**config.mk**
```make
export PLATFORM = sky130hd
export DESIGN_NAME = greedy_word_wrap_line_breaker_top
export DESIGN_NICKNAME = d
export VERILOG_FILES = /design/src/design/gwwl_pkg.sv /design/src/design/gwwl_queue.sv /design/src/design/greedy_word_wrap_line_breaker_top.sv
export SDC_FILE = /design/constraint.sdc
export NUM_CORES = 1
export LEC_CHECK = 0
export ABC_CLOCK_PERIOD_IN_PS = 15100
export BUFFER_PORTS_ARGS = -buffer_cell sky130_fd_sc_hd__buf_2
export CAP_MARGIN = 30
export CORE_MARGIN = 4
export CORE_UTILIZATION = 37
export DETAILED_ROUTE_END_ITERATION = 10
export GPL_TIMING_DRIVEN = 0
export PLACE_DENSITY_LB_ADDON = 0.12
export SLEW_MARGIN = 30
export SYNTH_ARGS = -nofsm -noshare
export SYNTH_HDL_FRONTEND = slang
export SYNTH_SLANG_ARGS = --single-unit
```
**constraint.sdc**
```tcl
create_clock -name clk -period 15.1 [get_ports clk]
set_input_delay 3.02 -clock clk [delete_from_list [all_inputs] [get_ports clk]]
set_output_delay 3.02 -clock clk [all_outputs]
set_load 0.005 [all_outputs]
```
**src/design/gwwl_pkg.sv**
```systemverilog
`timescale 1ns / 1ps
`default_nettype none
// ----------------------------------------------------------------------------
// Greedy word-wrap line breaker: shared package
// Item types, register indexes and constants shared by the line breaker.
// ----------------------------------------------------------------------------
package gwwl_pkg;

  localparam int MAX_LETTERS = 4096;
  localparam int INDEX_LIMIT = (MAX_LETTERS < 4096 ? MAX_LETTERS : 4096) - 1;
  localparam int RESULT_QUEUE_DEPTH = 4;

  localparam logic [20:0] CODE_NEWLINE = 21'd10;
  localparam logic [20:0] CODE_SPACE   = 21'd32;

  localparam logic REG_MAX_WIDTH      = 1'b0;
  localparam logic REG_LETTER_SPACING = 1'b1;

  typedef struct packed {
    logic [20:0] letter_code;
    logic [7:0]  glyph_width;
    logic        last_letter;
  } in_item_t;

  typedef struct packed {
    logic [11:0] line_start;
    logic [12:0] line_letters;
    logic        final_line;
  } out_item_t;

  // Lines produced by one letter, in order; count is 0, 1 or 2.
  typedef struct packed {
    logic [1:0] count;
    out_item_t  first;
    out_item_t  second;
  } line_push_t;

endpackage
`default_nettype wire

```
**src/design/gwwl_queue.sv**
```systemverilog
`timescale 1ns / 1ps
`default_nettype none
// ----------------------------------------------------------------------------
// Greedy word-wrap line breaker: line queue
// Small queue that takes up to two lines per cycle and hands one out per cycle while out_ready is high.
// ----------------------------------------------------------------------------
module gwwl_queue #(
  parameter int Depth = gwwl_pkg::RESULT_QUEUE_DEPTH
) (
  input  wire logic                  clk,
  input  wire logic                  rst,
  input  wire gwwl_pkg::line_push_t  push,
  output logic                       room,
  output logic                       out_valid,
  input  wire logic                  out_ready,
  output gwwl_pkg::out_item_t        out_data
);
  import gwwl_pkg::*;

  localparam int PtrW   = (Depth > 2) ? $clog2(Depth) : 1;
  localparam int CountW = $clog2(Depth + 1);

  out_item_t           mem [Depth];
  logic [PtrW-1:0]     wr_ptr;
  logic [PtrW-1:0]     wr_ptr_p1;
  logic [PtrW-1:0]     wr_ptr_p2;
  logic [PtrW-1:0]     rd_ptr;
  logic [PtrW-1:0]     rd_ptr_next;
  logic [CountW-1:0]   count;
  logic [CountW-1:0]   count_next;
  logic                pop;

  function automatic logic [PtrW-1:0] step_ptr(input logic [PtrW-1:0] p);
    step_ptr = (p == PtrW'(Depth - 1)) ? '0 : p + PtrW'(1);
  endfunction

  assign wr_ptr_p1   = step_ptr(wr_ptr);
  assign wr_ptr_p2   = step_ptr(wr_ptr_p1);
  assign rd_ptr_next = step_ptr(rd_ptr);
  assign pop         = out_valid && out_ready;
  assign out_valid   = (count != '0);
  assign out_data    = mem[rd_ptr];
  assign room        = (count <= CountW'(Depth - 2));
  assign count_next  = count + CountW'(push.count) - CountW'(pop);

  always_ff @(posedge clk) begin
    if (push.count != 2'd0) begin
      mem[wr_ptr] <= push.first;
    end
    if (push.count == 2'd2) begin
      mem[wr_ptr_p1] <= push.second;
    end
  end

  always_ff @(posedge clk) begin
    if (rst) begin
      wr_ptr <= '0;
      rd_ptr <= '0;
      count  <= '0;
    end else begin
      case (push.count)
        2'd1:    wr_ptr <= wr_ptr_p1;
        2'd2:    wr_ptr <= wr_ptr_p2;
        default: wr_ptr <= wr_ptr;
      endcase
      if (pop) begin
        rd_ptr <= rd_ptr_next;
      end
      count <= count_next;
    end
  end

  // The queue never holds more lines than it has entries.
  a_count_bound: assert property (@(posedge clk) disable iff (rst)
    count <= CountW'(Depth))
    else $error("line queue over-full");

  // A pair of lines is only pushed when two entries are free.
  a_push_room: assert property (@(posedge clk) disable iff (rst)
    (push.count != 2'd0) |-> room)
    else $error("line pushed without room");

  // Occupancy follows pushes and pops.
  a_count_track: assert property (@(posedge clk) disable iff (rst)
    1'b1 |=> count == $past(count) + CountW'($past(push.count)) - CountW'($past(pop)))
    else $error("line queue count drift");

endmodule
`default_nettype wire

```
**src/design/greedy_word_wrap_line_breaker_top.sv**
```systemverilog
`timescale 1ns / 1ps
`default_nettype none
// ----------------------------------------------------------------------------
// Greedy word-wrap line breaker: top level
// Splits a stream of letters into lines at newlines and at width overflow.
// ----------------------------------------------------------------------------
// The block takes one letter per cycle while the line queue has room and
// reports each finished line as its first letter index and its letter
// count. A letter request is held in an input register and processed
// against the running line state once the queue has room; the lines it
// finishes go into a line queue (four entries by default) and are offered
// on the output from there. Throughput is one letter per cycle while the
// output is taken every cycle; the queue's single read port hands out one
// line per cycle, so a final letter that closes two lines has them go out
// of the queue one after the other. Letters wait only when fewer than two
// queue entries are free. Configuration writes are always accepted and
// should be made while no letter is in flight; a max_width of zero turns wrapping off.
module greedy_word_wrap_line_breaker_top #(
  parameter int QUEUE_DEPTH = gwwl_pkg::RESULT_QUEUE_DEPTH
) (
  input  wire logic                 clk,
  input  wire logic                 rst,
  input  wire logic                 in_valid,
  output logic                      in_ready,
  input  wire gwwl_pkg::in_item_t   in_data,
  output logic                      out_valid,
  input  wire logic                 out_ready,
  output gwwl_pkg::out_item_t       out_data,
  input  wire logic                 cfg_valid,
  output logic                      cfg_ready,
  input  wire logic                 cfg_index,
  input  wire logic [15:0]          cfg_data
);
  import gwwl_pkg::*;

  localparam logic [11:0] IndexLimit = 12'(INDEX_LIMIT);

  // Configuration registers.
  logic [15:0] max_width;
  logic [7:0]  letter_spacing;

  // Input register.
  logic        item_valid;
  in_item_t    item;

  // Line state.
  logic [11:0] letter_index;
  logic [11:0] start_index;
  logic [11:0] space_index;
  logic [23:0] line_width;
  logic [23:0] width_since_space;

  logic [11:0] letter_index_next;
  logic [11:0] start_index_next;
  logic [11:0] space_index_next;
  logic [23:0] line_width_next;
  logic [23:0] width_since_space_next;

  line_push_t  push;
  logic        room;
  logic        fire;

  function automatic logic [11:0] sat_index(input logic [12:0] v);
    sat_index = (v > {1'b0, IndexLimit}) ? IndexLimit : v[11:0];
  endfunction

  function automatic logic [23:0] sat_width(input logic [24:0] v);
    sat_width = v[24] ? 24'hFF_FFFF : v[23:0];
  endfunction

  assign cfg_ready = 1'b1;
  assign fire      = item_valid && room;
  assign in_ready  = !item_valid || room;

  always_ff @(posedge clk) begin
    if (rst) begin
      max_width      <= '0;
      letter_spacing <= '0;
    end else if (cfg_valid) begin
      unique case (cfg_index)
        REG_MAX_WIDTH:      max_width      <= cfg_data;
        REG_LETTER_SPACING: letter_spacing <= cfg_data[7:0];
        default:            max_width      <= max_width;
      endcase
    end
  end

  always_ff @(posedge clk) begin
    if (rst) begin
      item_valid <= 1'b0;
    end else if (in_ready) begin
      item_valid <= in_valid;
    end
  end

  always_ff @(posedge clk) begin
    if (in_ready && in_valid) begin
      item <= in_data;
    end
  end

  // One letter's step: newline or space first, then the width test, then the
  // close of the text. Lines fill the first slot, then the second.
  always_comb begin
    logic [11:0] idx;
    logic [11:0] start0;
    logic [23:0] lw0;
    logic [23:0] ws0;
    logic [8:0]  len;
    logic [24:0] lw_sum;
    logic        over;
    logic [12:0] total;
    out_item_t   line;
    logic        emit;

    idx    = letter_index;
    start0 = start_index;
    lw0    = line_width;
    ws0    = width_since_space;
    space_index_next = space_index;
    push = '0;

    if (item.letter_code == CODE_NEWLINE) begin
      push.count        = 2'd1;
      push.first        = '0;
      push.first.line_start   = start0;
      push.first.line_letters = {1'b0, idx} - {1'b0, start0};
      start0 = sat_index({1'b0, idx} + 13'd1);
      lw0    = '0;
      ws0    = '0;
    end else if (item.letter_code == CODE_SPACE) begin
      space_index_next = idx;
      ws0 = '0;
    end

    len    = {1'b0, item.glyph_width} + {1'b0, letter_spacing};
    lw_sum = {1'b0, lw0} + {16'd0, len};
    over   = (max_width != '0) && (lw_sum >= {9'd0, max_width});

    start_index_next       = start0;
    line_width_next        = lw0;
    width_since_space_next = ws0;
    line = '0;
    emit = 1'b0;

    if (over) begin
      if (space_index_next > start0) begin
        emit = 1'b1;
        line.line_start   = start0;
        line.line_letters = {1'b0, space_index_next} - {1'b0, start0};
        start_index_next  = sat_index({1'b0, space_index_next} + 13'd1);
        line_width_next   = ws0;
      end else if (idx > start0) begin
        emit = 1'b1;
        line.line_start        = start0;
        line.line_letters      = {1'b0, idx} - {1'b0, start0};
        start_index_next       = idx;
        line_width_next        = {15'd0, len};
        width_since_space_next = {15'd0, len};
      end
    end else begin
      line_width_next        = sat_width(lw_sum);
      width_since_space_next = sat_width({1'b0, ws0} + {16'd0, len});
    end

    if (emit) begin
      if (push.count == 2'd0) begin
        push.first = line;
      end else begin
        push.second = line;
      end
      push.count = push.count + 2'd1;
    end

    total = {1'b0, idx} + 13'd1;
    line  = '0;
    if (item.last_letter) begin
      if ((total > {1'b0, start_index_next}) && (push.count != 2'd2)) begin
        line.line_start   = start_index_next;
        line.line_letters = total - {1'b0, start_index_next};
        if (push.count == 2'd0) begin
          push.first = line;
        end else begin
          push.second = line;
        end
        push.count = push.count + 2'd1;
      end
      case (push.count)
        2'd1:    push.first.final_line  = 1'b1;
        2'd2:    push.second.final_line = 1'b1;
        default: push.first.final_line  = 1'b0;
      endcase
      letter_index_next      = '0;
      start_index_next       = '0;
      space_index_next       = '0;
      line_width_next        = '0;
      width_since_space_next = '0;
    end else begin
      letter_index_next = sat_index({1'b0, idx} + 13'd1);
    end

    if (!fire) begin
      push.count = 2'd0;
    end
  end

  always_ff @(posedge clk) begin
    if (rst) begin
      letter_index      <= '0;
      start_index       <= '0;
      space_index       <= '0;
      line_width        <= '0;
      width_since_space <= '0;
    end else if (fire) begin
      letter_index      <= letter_index_next;
      start_index       <= start_index_next;
      space_index       <= space_index_next;
      line_width        <= line_width_next;
      width_since_space <= width_since_space_next;
    end
  end

  gwwl_queue #(
    .Depth(QUEUE_DEPTH)
  ) u_queue (
    .clk      (clk),
    .rst      (rst),
    .push     (push),
    .room     (room),
    .out_valid(out_valid),
    .out_ready(out_ready),
    .out_data (out_data)
  );

  // The last letter of a text returns the line state to its starting point.
  a_run_end: assert property (@(posedge clk) disable iff (rst)
    (fire && item.last_letter) |=> (letter_index == '0) && (start_index == '0))
    else $error("line state not cleared at end of text");

  // Line state moves only when a letter is processed.
  a_state_hold: assert property (@(posedge clk) disable iff (rst)
    !fire |=> $stable(letter_index) && $stable(start_index) && $stable(line_width))
    else $error("line state changed without a letter");

  // Below the limit the letter index counts up by one per letter.
  a_index_step: assert property (@(posedge clk) disable iff (rst)
    (fire && !item.last_letter && (letter_index != IndexLimit))
      |=> letter_index == $past(letter_index) + 12'd1)
    else $error("letter index skipped");

endmodule
`default_nettype wire

```
==> results.cfg, run 1 <==
[routing]
ant_nets = 0
drt_drc_violations_left = 0
firstDrtPassIters = 6
route.final.wire_length_um = 66700
via_count = 16900
routed_wl_per_cell_um = 22.9
via_per_inst = 5.79
initialDrtViolationCount = 1535

[clock_network]
clockBufferDepth = 3
cts_hold_buf = 0
cts_tree = built
h-tree-depth = 1
post_cts_resized = 0
cts.sink_count = 252
tritoncts.num_buffers = 31
ctsRootBufferMaster = sky130_fd_sc_hd__clkbuf_16
path_clk_slew_ps = 60
worstSkewPairLatency_ps = 610
post-cts-setup-buffer-count = 0

[final_layout]
insertedDiodeCount = 0
share_of_cells_above_drive_strength_1_pct = 11.2
num-nets-final = 2397
synthToLayoutAreaGrowth_pct = 13.7
seq_cell_area_um2 = 6390
fill_cells = 4982
multi_input_comb_area_um2 = 11100

[floorplan]
row_count = 81
die_area_um2 = 53300
chipHeight_um = 231
floorplan.io_pins = 81
initial_core_util_pct = 37.4
die_w_um = 231
core_area_um2 = 49100

[timing]
max_clock_freq_mhz = 72.5
setup_viol_count_final = 0
fin_worst_skew_ps = 18.2
final_max_slew_viol_count = 0
fin_setup_tns_ps = 0
timing_hold_violations_final = 0
grt_setup_unrepaired = no
worst_slew_pin_slew_ps = 970
final.period_utilization_pct = 91.3
setup_ws_ps = 1310
final_period_minus_worst_setup_slack_ps = 13790
max_slew_margin_pct = 34.3

[grt]
grt_start_max_net_pins = 28
grtUsageTotal_pct = 24.4
grt_pass1_vias = 16300
grt_pass1_wl_um = 101000
grt.overflow.total = 0
antenna_found_initial = 0

[logic_synthesis]
synth.lib_cells_used.distinct = 82
synth_cells = 2113
synth_async_sr_flop_share_pct = 0
synth.mux.area_fraction_pct = 8.58
synth.most_common_cell = sky130_fd_sc_hd__nor2_1
post-synth-top-area-fraction_pct = 21.9
yosys.area_share.adder_pct = 8.19
ys_dominant_reg_cell = sky130_fd_sc_hd__edfxtp_1
synth_area_um2 = 18400
synth_net_count = 2281
synthDominantAreaCellType = sky130_fd_sc_hd__edfxtp_1
synth_area_leaders = sky130_fd_sc_hd__edfxtp_1 (22%), sky130_fd_sc_hd__dfxtp_1 (13%), sky130_fd_sc_hd__ha_1 (7.4%)
yosys.area_share.xor_xnor_pct = 4.77
yosys_register_bits = 252
yosysWarningCount = 0
synth_seq_area_share_pct = 34.8
synth-compound-area-share_pct = 21.3
synth_enable_flop_cells = 134
largest_family_of_logic_cells_by_synthesized_area = compound AO/OA/AOI/OAI gates
netlist_top_cells_count = sky130_fd_sc_hd__nor2_1 (204), sky130_fd_sc_hd__a21oi_1 (197), sky130_fd_sc_hd__nand2_1 (186), sky130_fd_sc_hd__edfxtp_1 (134)
synth_simple_gate_area_share_pct = 17.3
synth.avg_cell_area_um2 = 8.69

[placement]
gp_routability_congestion = 0.981
place.detailed.hpwl_um = 52100
numPortBuffers = 78
preCtsSetupSlack_ps = 1420

[setup_path]
arrival_ps = 14150
critical_path.max_fanout = 14
worstSetupEndpointType = register
crit_path_max_incr_delay_ps = 750
worst_ep_required_time_ps = 15460
crit_path_start_kind = register
crit_path_frequent_cell = sky130_fd_sc_hd__nor2_1
worst_setup_path_category = reg2reg
standard_cell_with_the_maximum_stage_delay_on_the_critical_path = sky130_fd_sc_hd__a2111oi_0

[outcome]
status = completed

[power]
p_leak_nw = 8.04
ir_drop_worst_case_vdd_mv = 0.110
power_density_nw_per_um2 = 233
fin_total_pwr_w = 0.00487

[job]
max_cap_violations = 0

[worst_hold_path]
hold_path_class = reg2reg
cell type report:
type | instances | area share (%)
Timing Repair Buffer | 83 | 2.49
Sequential cell | 252 | 30.6
Multi-Input combinational cell | 1621 | 53.2
Clock inverter | 19 | 1.32
Inverter | 112 | 2.01
Tap cell | 664 | 3.98
Clock buffer | 39 | 4.00
Buffer | 128 | 2.47
worst max-delay path: cells and delay by family (launching register included):
kind            cells  cell delay (ps)
fa+ha+maj           4             1190
mux                 1              370
simple gates       16             3500
compound gates     15             4330
xor+xnor            1              160
buf+inv            10             3590
flops               1              350
cells by family (layout without fill, tap and decap cells):
group | after synthesis | in the layout
simple gates | 673 | 673
compound gates | 612 | 612
flops | 252 | 252
buf+inv | 240 | 381
mux | 119 | 119
fa+ha+maj | 116 | 116
xor+xnor | 100 | 100
other cells | 1 | 1
layer usage:
metal | vias up | part of all wire (%) | GRT usage (%)
li1 | 8008 | - | -
met1 | 8092 | 44 | 32.7
met2 | 651 | 46 | 40.4
met3 | 145 | 6.3 | 3.13
met4 | 0 | 4.3 | 8.85
met5 | - | 0 | 0
power by group:
part / internal (W) / total (W) / switching (W)
Clock: 0.000496 / 0.000819 / 0.000323
Sequential: 0.000945 / 0.000988 / 0.0000435
Combinational: 0.00102 / 0.00307 / 0.00205
Total: 0.00246 / 0.00487 / 0.00241
path summary, 6_finish.rpt:
check	from	end	slack [ps]	cells past startpoint
setup / recovery	item[9]	u_queue.mem[2][22]	1310	47
hold / removal	line_width[7]	line_width[7]	460	2
setup reg to reg	item[9]	u_queue.mem[2][22]	1310	47
hold reg to reg	line_width[7]	line_width[7]	460	2
layout by cell type, fill, tap and decap left out, types with 88 or more instances in the layout:
| master | instances |
|---|---|
| sky130_fd_sc_hd__nor2_1 | 203 |
| sky130_fd_sc_hd__a21oi_1 | 196 |
| sky130_fd_sc_hd__buf_2 | 88 |
| sky130_fd_sc_hd__inv_1 | 111 |
| sky130_fd_sc_hd__clkbuf_1 | 104 |
| sky130_fd_sc_hd__o21ai_0 | 113 |
| sky130_fd_sc_hd__dfxtp_1 | 118 |
| sky130_fd_sc_hd__edfxtp_1 | 134 |
| sky130_fd_sc_hd__ha_1 | 109 |
| sky130_fd_sc_hd__nand2_1 | 186 |
metrics by stage:
step	area (um^2)	hold WS, ps	utilization [%]	std cells
after floorplan	18400	427	-	2113
after global placement	19600	439	39.9	2855
after detailed placement	19800	446	40.3	2860
after CTS	20900	455	42.6	2918
after global routing	20900	493	42.6	2918
final	20900	459	42.6	2918
registers in the layout, indices dropped and copies added (netlist names), 8 cells and up, named ones only:
signal / cells
u_queue.mem: 104
item: 30
line_width: 24
width_since_space: 24
max_width: 16
letter_index: 12
space_index: 12
start_index: 12
letter_spacing: 8
Note: power is estimated with default switching activity, not from simulation.
==> run 2, diff against run 1 <==
--- a/config.mk
+++ b/config.mk
@@ -8,8 +8,9 @@
 export ABC_CLOCK_PERIOD_IN_PS = 15100
 export BUFFER_PORTS_ARGS = -buffer_cell sky130_fd_sc_hd__buf_2
 export CAP_MARGIN = 30
+export CORE_ASPECT_RATIO = 0.8
 export CORE_MARGIN = 4
-export CORE_UTILIZATION = 37
+export CORE_UTILIZATION = 51
 export DETAILED_ROUTE_END_ITERATION = 10
 export GPL_TIMING_DRIVEN = 0
 export PLACE_DENSITY_LB_ADDON = 0.12
==> results.cfg, run 2 (synthesis gave the netlist of run 1 again) <==
[final_layout]
layout.cells.most_common_list = sky130_fd_sc_hd__nor2_1 (204), sky130_fd_sc_hd__a21oi_1 (196), sky130_fd_sc_hd__nand2_1 (186)
layout_commonest_cell = sky130_fd_sc_hd__nor2_1
biggestRegsByFlops = u_queue.mem: 104 flops, item: 30 flops
final_util_pct = 58.3
num-nets-final = 2395
max_reg_flops = 104
synthToLayoutAreaGrowth_pct = 11.5
fill_cells = 3193
share_of_cells_above_drive_strength_1_pct = 10.8
top_register = u_queue.mem

[power]
ir_drop_worst_case_vdd_mv = 0.188
p_leak_nw = 7.93
fin_total_pwr_w = 0.00490
power_density_nw_per_um2 = 240

[timing]
setup_viol_count_final = 0
max_clock_freq_mhz = 71.9
timing_hold_violations_final = 0
finalHoldWorstSlack_ps = 463
max_slew_margin_pct = 31.3
final_max_slew_viol_count = 0
worst_slew_pin_slew_ps = 1030
final_period_minus_worst_setup_slack_ps = 13910
setup_ws_ps = 1190
fin_setup_tns_ps = 0
grt_setup_unrepaired = no
fin_worst_skew_ps = 24.3
final.period_utilization_pct = 92.1

[floorplan]
floorplan.io_pins = 81
die_w_um = 220
die_area_um2 = 39100
row_count = 61
initial_core_util_pct = 52.3
chipHeight_um = 178
core_area_um2 = 35100

[placement]
preCtsSetupSlack_ps = 1670
gp_routability_congestion = 1.02
place.detailed.hpwl_um = 53200
numPortBuffers = 78

[clock_network]
cts_hold_buf = 0
post_cts_resized = 0
clockBufferDepth = 3
post-cts-setup-buffer-count = 0
cts_tree = built
worstSkewPairLatency_ps = 570
path_clk_slew_ps = 60
ctsRootBufferMaster = sky130_fd_sc_hd__clkbuf_16
tritoncts.num_buffers = 28
cts.sink_count = 252
h-tree-depth = 1

[grt]
grt.overflow.total = 0
grt_pass1_vias = 15900
grtUsageTotal_pct = 34.3
grt_pass1_wl_um = 101000
antenna_found_initial = 3
grt_start_max_net_pins = 27

[setup_path]
crit_path_frequent_cell = sky130_fd_sc_hd__nor2_1
worst_ep_required_time_ps = 15410
worst_setup_path_category = reg2reg
arrival_ps = 14220
crit_path_max_incr_delay_ps = 740
reg2reg_setup_slack_ps = 1190
worstSetupEndpointType = register
crit_path_start_kind = register
reg2reg_to = u_queue.mem[2][21]
worstReg2RegStart = item[9]
standard_cell_with_the_maximum_stage_delay_on_the_critical_path = sky130_fd_sc_hd__buf_1
critical_path.max_fanout = 16
timing.reg2reg.worst_path_depth = 47

[routing]
initialDrtViolationCount = 2395
ant_nets = 0
via_per_inst = 6.45
via_count = 17600
drt_drc_violations_left = 0
firstDrtPassIters = 8
route.final.wire_length_um = 68100
routed_wl_per_cell_um = 25.0

[worst_hold_path]
timing.hold.worst.start = width_since_space[0]
hold_end = width_since_space[0]
min_path_cells = 2
hold_path_class = reg2reg

[job]
max_cap_violations = 0

[outcome]
status = completed
==> run 2: cell count changes in the layout (fill, tap and decap cells not counted), moves of 2 or more <==
| cell | delta |
|---|---|
| sky130_fd_sc_hd__clkbuf_1 | +3 |
| sky130_fd_sc_hd__diode_2 | +2 |
| sky130_fd_sc_hd__clkinv_2 | -4 |
| sky130_fd_sc_hd__bufinv_16 | -3 |
| sky130_fd_sc_hd__clkbuf_16 | -2 |
| sky130_fd_sc_hd__clkinvlp_4 | +4 |
| sky130_fd_sc_hd__clkinv_4 | -2 |
==> run 2: worst max-delay path: cells and delay by family (launching register included) <==
family / cells / cell delay, ps
AO/OA/AOI/OAI: 16 / 4820
multiplexers: 1 / 380
AND/OR/NAND/NOR: 16 / 3610
adder cells (fa/ha/maj): 4 / 1300
flip-flops: 1 / 370
buffers and inverters: 9 / 2870
XOR/XNOR: 1 / 230
==> run 2: routing by layer <==
layer / share of wire, % / vias to the layer above / track usage [%] / wire length [um]
met4: 2.3 / 4 / 7.01 / 1580
met2: 38 / 1043 / 44.6 / 25600
met3: 15 / 101 / 13.5 / 10100
met1: 45 / 8418 / 52.9 / 30800
met5: 0.038 / - / 0 / 26
li1: - / 8003 / - / -
==> run 2: per-stage QoR <==
step | instance area (um^2) | std cells
final | 20500 | 2723
after global routing | 20500 | 2721
after CTS | 20500 | 2720
after detailed placement | 19500 | 2668
after global placement | 19300 | 2663
after floorplan | 18400 | 2113
==> run 2: layout make-up <==
class	count	area (um^2)	share of cell area, %
Sequential cell	252	6390	31.2
Clock inverter	12	149	0.727
Multi-Input combinational cell	1621	11100	54.2
Antenna cell	2	5.00	0.0244
Buffer	128	517	2.52
Clock buffer	40	787	3.84
Tap cell	472	591	2.89
Inverter	112	420	2.05
Timing Repair Buffer	84	519	2.54
==> run 2: worst max path at each step <==
stage	from	to	slack (ps)	cells past startpoint
global route	item[9]	u_queue.mem[2][21]	470	47
detailed placement	item[9]	u_queue.mem[2][21]	1670	47
finish	item[9]	u_queue.mem[2][21]	1190	47
global placement	item[9]	u_queue.mem[2][21]	-30	46
CTS	item[9]	u_queue.mem[2][21]	1640	47
floorplan	item[9]	u_queue.mem[2][0]	4460	44
==> run 2: where the power goes <==
group,leakage [nW],internal [W],switching [W]
Combinational,5.29,0.00102,0.00218
Clock,0.435,0.000414,0.000299
Sequential,2.20,0.000945,0.0000479
==> run 3, diff against run 2 <==
--- a/config.mk
+++ b/config.mk
@@ -10,7 +10,7 @@
 export CAP_MARGIN = 30
 export CORE_ASPECT_RATIO = 0.8
 export CORE_MARGIN = 4
-export CORE_UTILIZATION = 51
+export CORE_UTILIZATION = 45
 export DETAILED_ROUTE_END_ITERATION = 10
 export GPL_TIMING_DRIVEN = 0
 export PLACE_DENSITY_LB_ADDON = 0.12
==> results.cfg, run 3 (synthesis gave the netlist of run 1 again) <==
[grt]
grt.overflow.total = 0
grt_pass1_wl_um = 101000
grt_start_max_net_pins = 26
grtUsageTotal_pct = 30.2
antenna_found_initial = 0
grt_pass1_vias = 16100

[setup_path]
reg2reg_to = u_queue.mem[0][21]
crit_path_start_kind = register
worstReg2RegStart = item[11]
timing.reg2reg.worst_path_depth = 47
crit_path_frequent_cell = sky130_fd_sc_hd__nor2_1
worst_setup_path_category = reg2reg
arrival_ps = 14450
timing.critical_path.from = item[11]
reg2reg_setup_slack_ps = 990
worst_ep_required_time_ps = 15440
standard_cell_with_the_maximum_stage_delay_on_the_critical_path = sky130_fd_sc_hd__buf_1
crit_path_max_incr_delay_ps = 760
critical_path.max_fanout = 14
worstSetupEndpointType = register

[power]
ir_drop_worst_case_vdd_mv = 0.149
power_density_nw_per_um2 = 237
p_leak_nw = 7.95
fin_total_pwr_w = 0.00486

[timing]
final_period_minus_worst_setup_slack_ps = 14110
grt_setup_unrepaired = no
setup_viol_count_final = 0
max_slew_margin_pct = 24.4
final.period_utilization_pct = 93.4
max_clock_freq_mhz = 70.9
setup_ws_ps = 991
worst_slew_pin_slew_ps = 1130
final_max_slew_viol_count = 0
timing_hold_violations_final = 0
fin_worst_skew_ps = 15.4

[outcome]
status = completed

[routing]
via_per_inst = 6.17
ant_nets = 0
route.final.wire_length_um = 68000
routed_wl_per_cell_um = 24.4
drt_drc_violations_left = 0
via_count = 17200
firstDrtPassIters = 6
initialDrtViolationCount = 2350

[final_layout]
top_register = u_queue.mem
biggestRegsByFlops = u_queue.mem: 104 flops, item: 30 flops
final_cell_area_um2 = 20500
layout.cells.most_common_list = sky130_fd_sc_hd__nor2_1 (204), sky130_fd_sc_hd__a21oi_1 (197), sky130_fd_sc_hd__nand2_1 (186)
layout_commonest_cell = sky130_fd_sc_hd__nor2_1
max_reg_flops = 104
num-nets-final = 2397
synthToLayoutAreaGrowth_pct = 11.8
share_of_cells_above_drive_strength_1_pct = 10.9

[worst_hold_path]
hold_end = line_width[7]
hold_path_class = reg2reg
timing.hold.worst.start = line_width[7]
min_path_cells = 2

[placement]
preCtsSetupSlack_ps = 1270
numPortBuffers = 78
gp_routability_congestion = 1.01
place.detailed.hpwl_um = 52900
placement.cell_area_um2 = 19600

[clock_network]
path_clk_slew_ps = 60
clockBufferDepth = 3
post-cts-setup-buffer-count = 0
cts_tree = built
worstSkewPairLatency_ps = 580
cts.sink_count = 252
ctsRootBufferMaster = sky130_fd_sc_hd__clkbuf_16
tritoncts.num_buffers = 29
h-tree-depth = 1

[floorplan]
initial_core_util_pct = 46.1
die_area_um2 = 44100
chipHeight_um = 189
row_count = 65
floorplan.io_pins = 81
die_w_um = 234
core_area_um2 = 39900

[job]
max_cap_violations = 0
[run 3: changes by cell type in the layout (fill, tap and decap cells not counted), sizes merged]
cell | previous run | this run
clkbuf | 142 | 137
clkinvlp | 6 | 3
diode | 2 | 1
bufinv | 3 | 2
buf | 110 | 109
inv | 111 | 112
clkinv | 4 | 16
[run 3: through the flow]
step	util [%]	std cells	setup TNS, ps	hold slack (ps)
floorplan	-	2113	0	427
global placement	48.7	2727	-46420	445
detailed placement	49.2	2732	0	458
CTS	51.5	2786	0	468
global route	51.5	2788	0	492
finish	51.5	2789	0	467
[run 3: metal layers]
metal	wire length [um]	share of wire [%]	vias to the layer above	GRT usage, %
met3	9880	15	98	13.5
li1	-	-	7998	-
met5	92	0.14	-	1.56
met4	1430	2.1	2	5.55
met2	25600	38	930	39.7
met1	31000	46	8189	45.4
[run 3: area by class of cell]
cell class	count	area (um^2)
repair buffers	85	543
multi-input cells	1621	11100
inverters	112	420
well taps	536	671
fillers	3801	19300
flip-flops and latches	252	6390
plain buffers	128	518
diodes	1	2.50
clock inverters	21	166
clock buffers	33	741
[run 3: critical path, delay by kind of cell, from the launching register on]
family | cells | cell delay (ps)
and+or+nand+nor | 16 | 3520
buffers and inverters | 10 | 3640
muxes | 1 | 390
adders and majority gates | 4 | 1190
xor gates and xnor gates | 1 | 180
DFF | 1 | 360
AOI/OAI and AO/OA | 15 | 4510
[run 3: worst max-delay path by stage]
stage / endpoint / cells past startpoint
2_1_floorplan: u_queue.mem[2][0] / 44
3_3_place_gp: u_queue.mem[2][21] / 46
3_5_place_dp: u_queue.mem[2][21] / 47
4_1_cts: u_queue.mem[2][15] / 47
5_1_grt: u_queue.mem[1][15] / 47
6_report: u_queue.mem[0][21] / 47
[run 3: report_power, final]
group | switching [W] | internal (W)
Combinational | 0.00217 | 0.00102
Sequential | 0.0000457 | 0.000945
Clock | 0.000300 | 0.000386
Total | 0.00251 | 0.00235
[run 3: what timing repair did]
item	CTS	global route
setup endpoints to repair	0	16
hold buffers	0	0
resized for setup	0	2
hold endpoints to repair	0	0
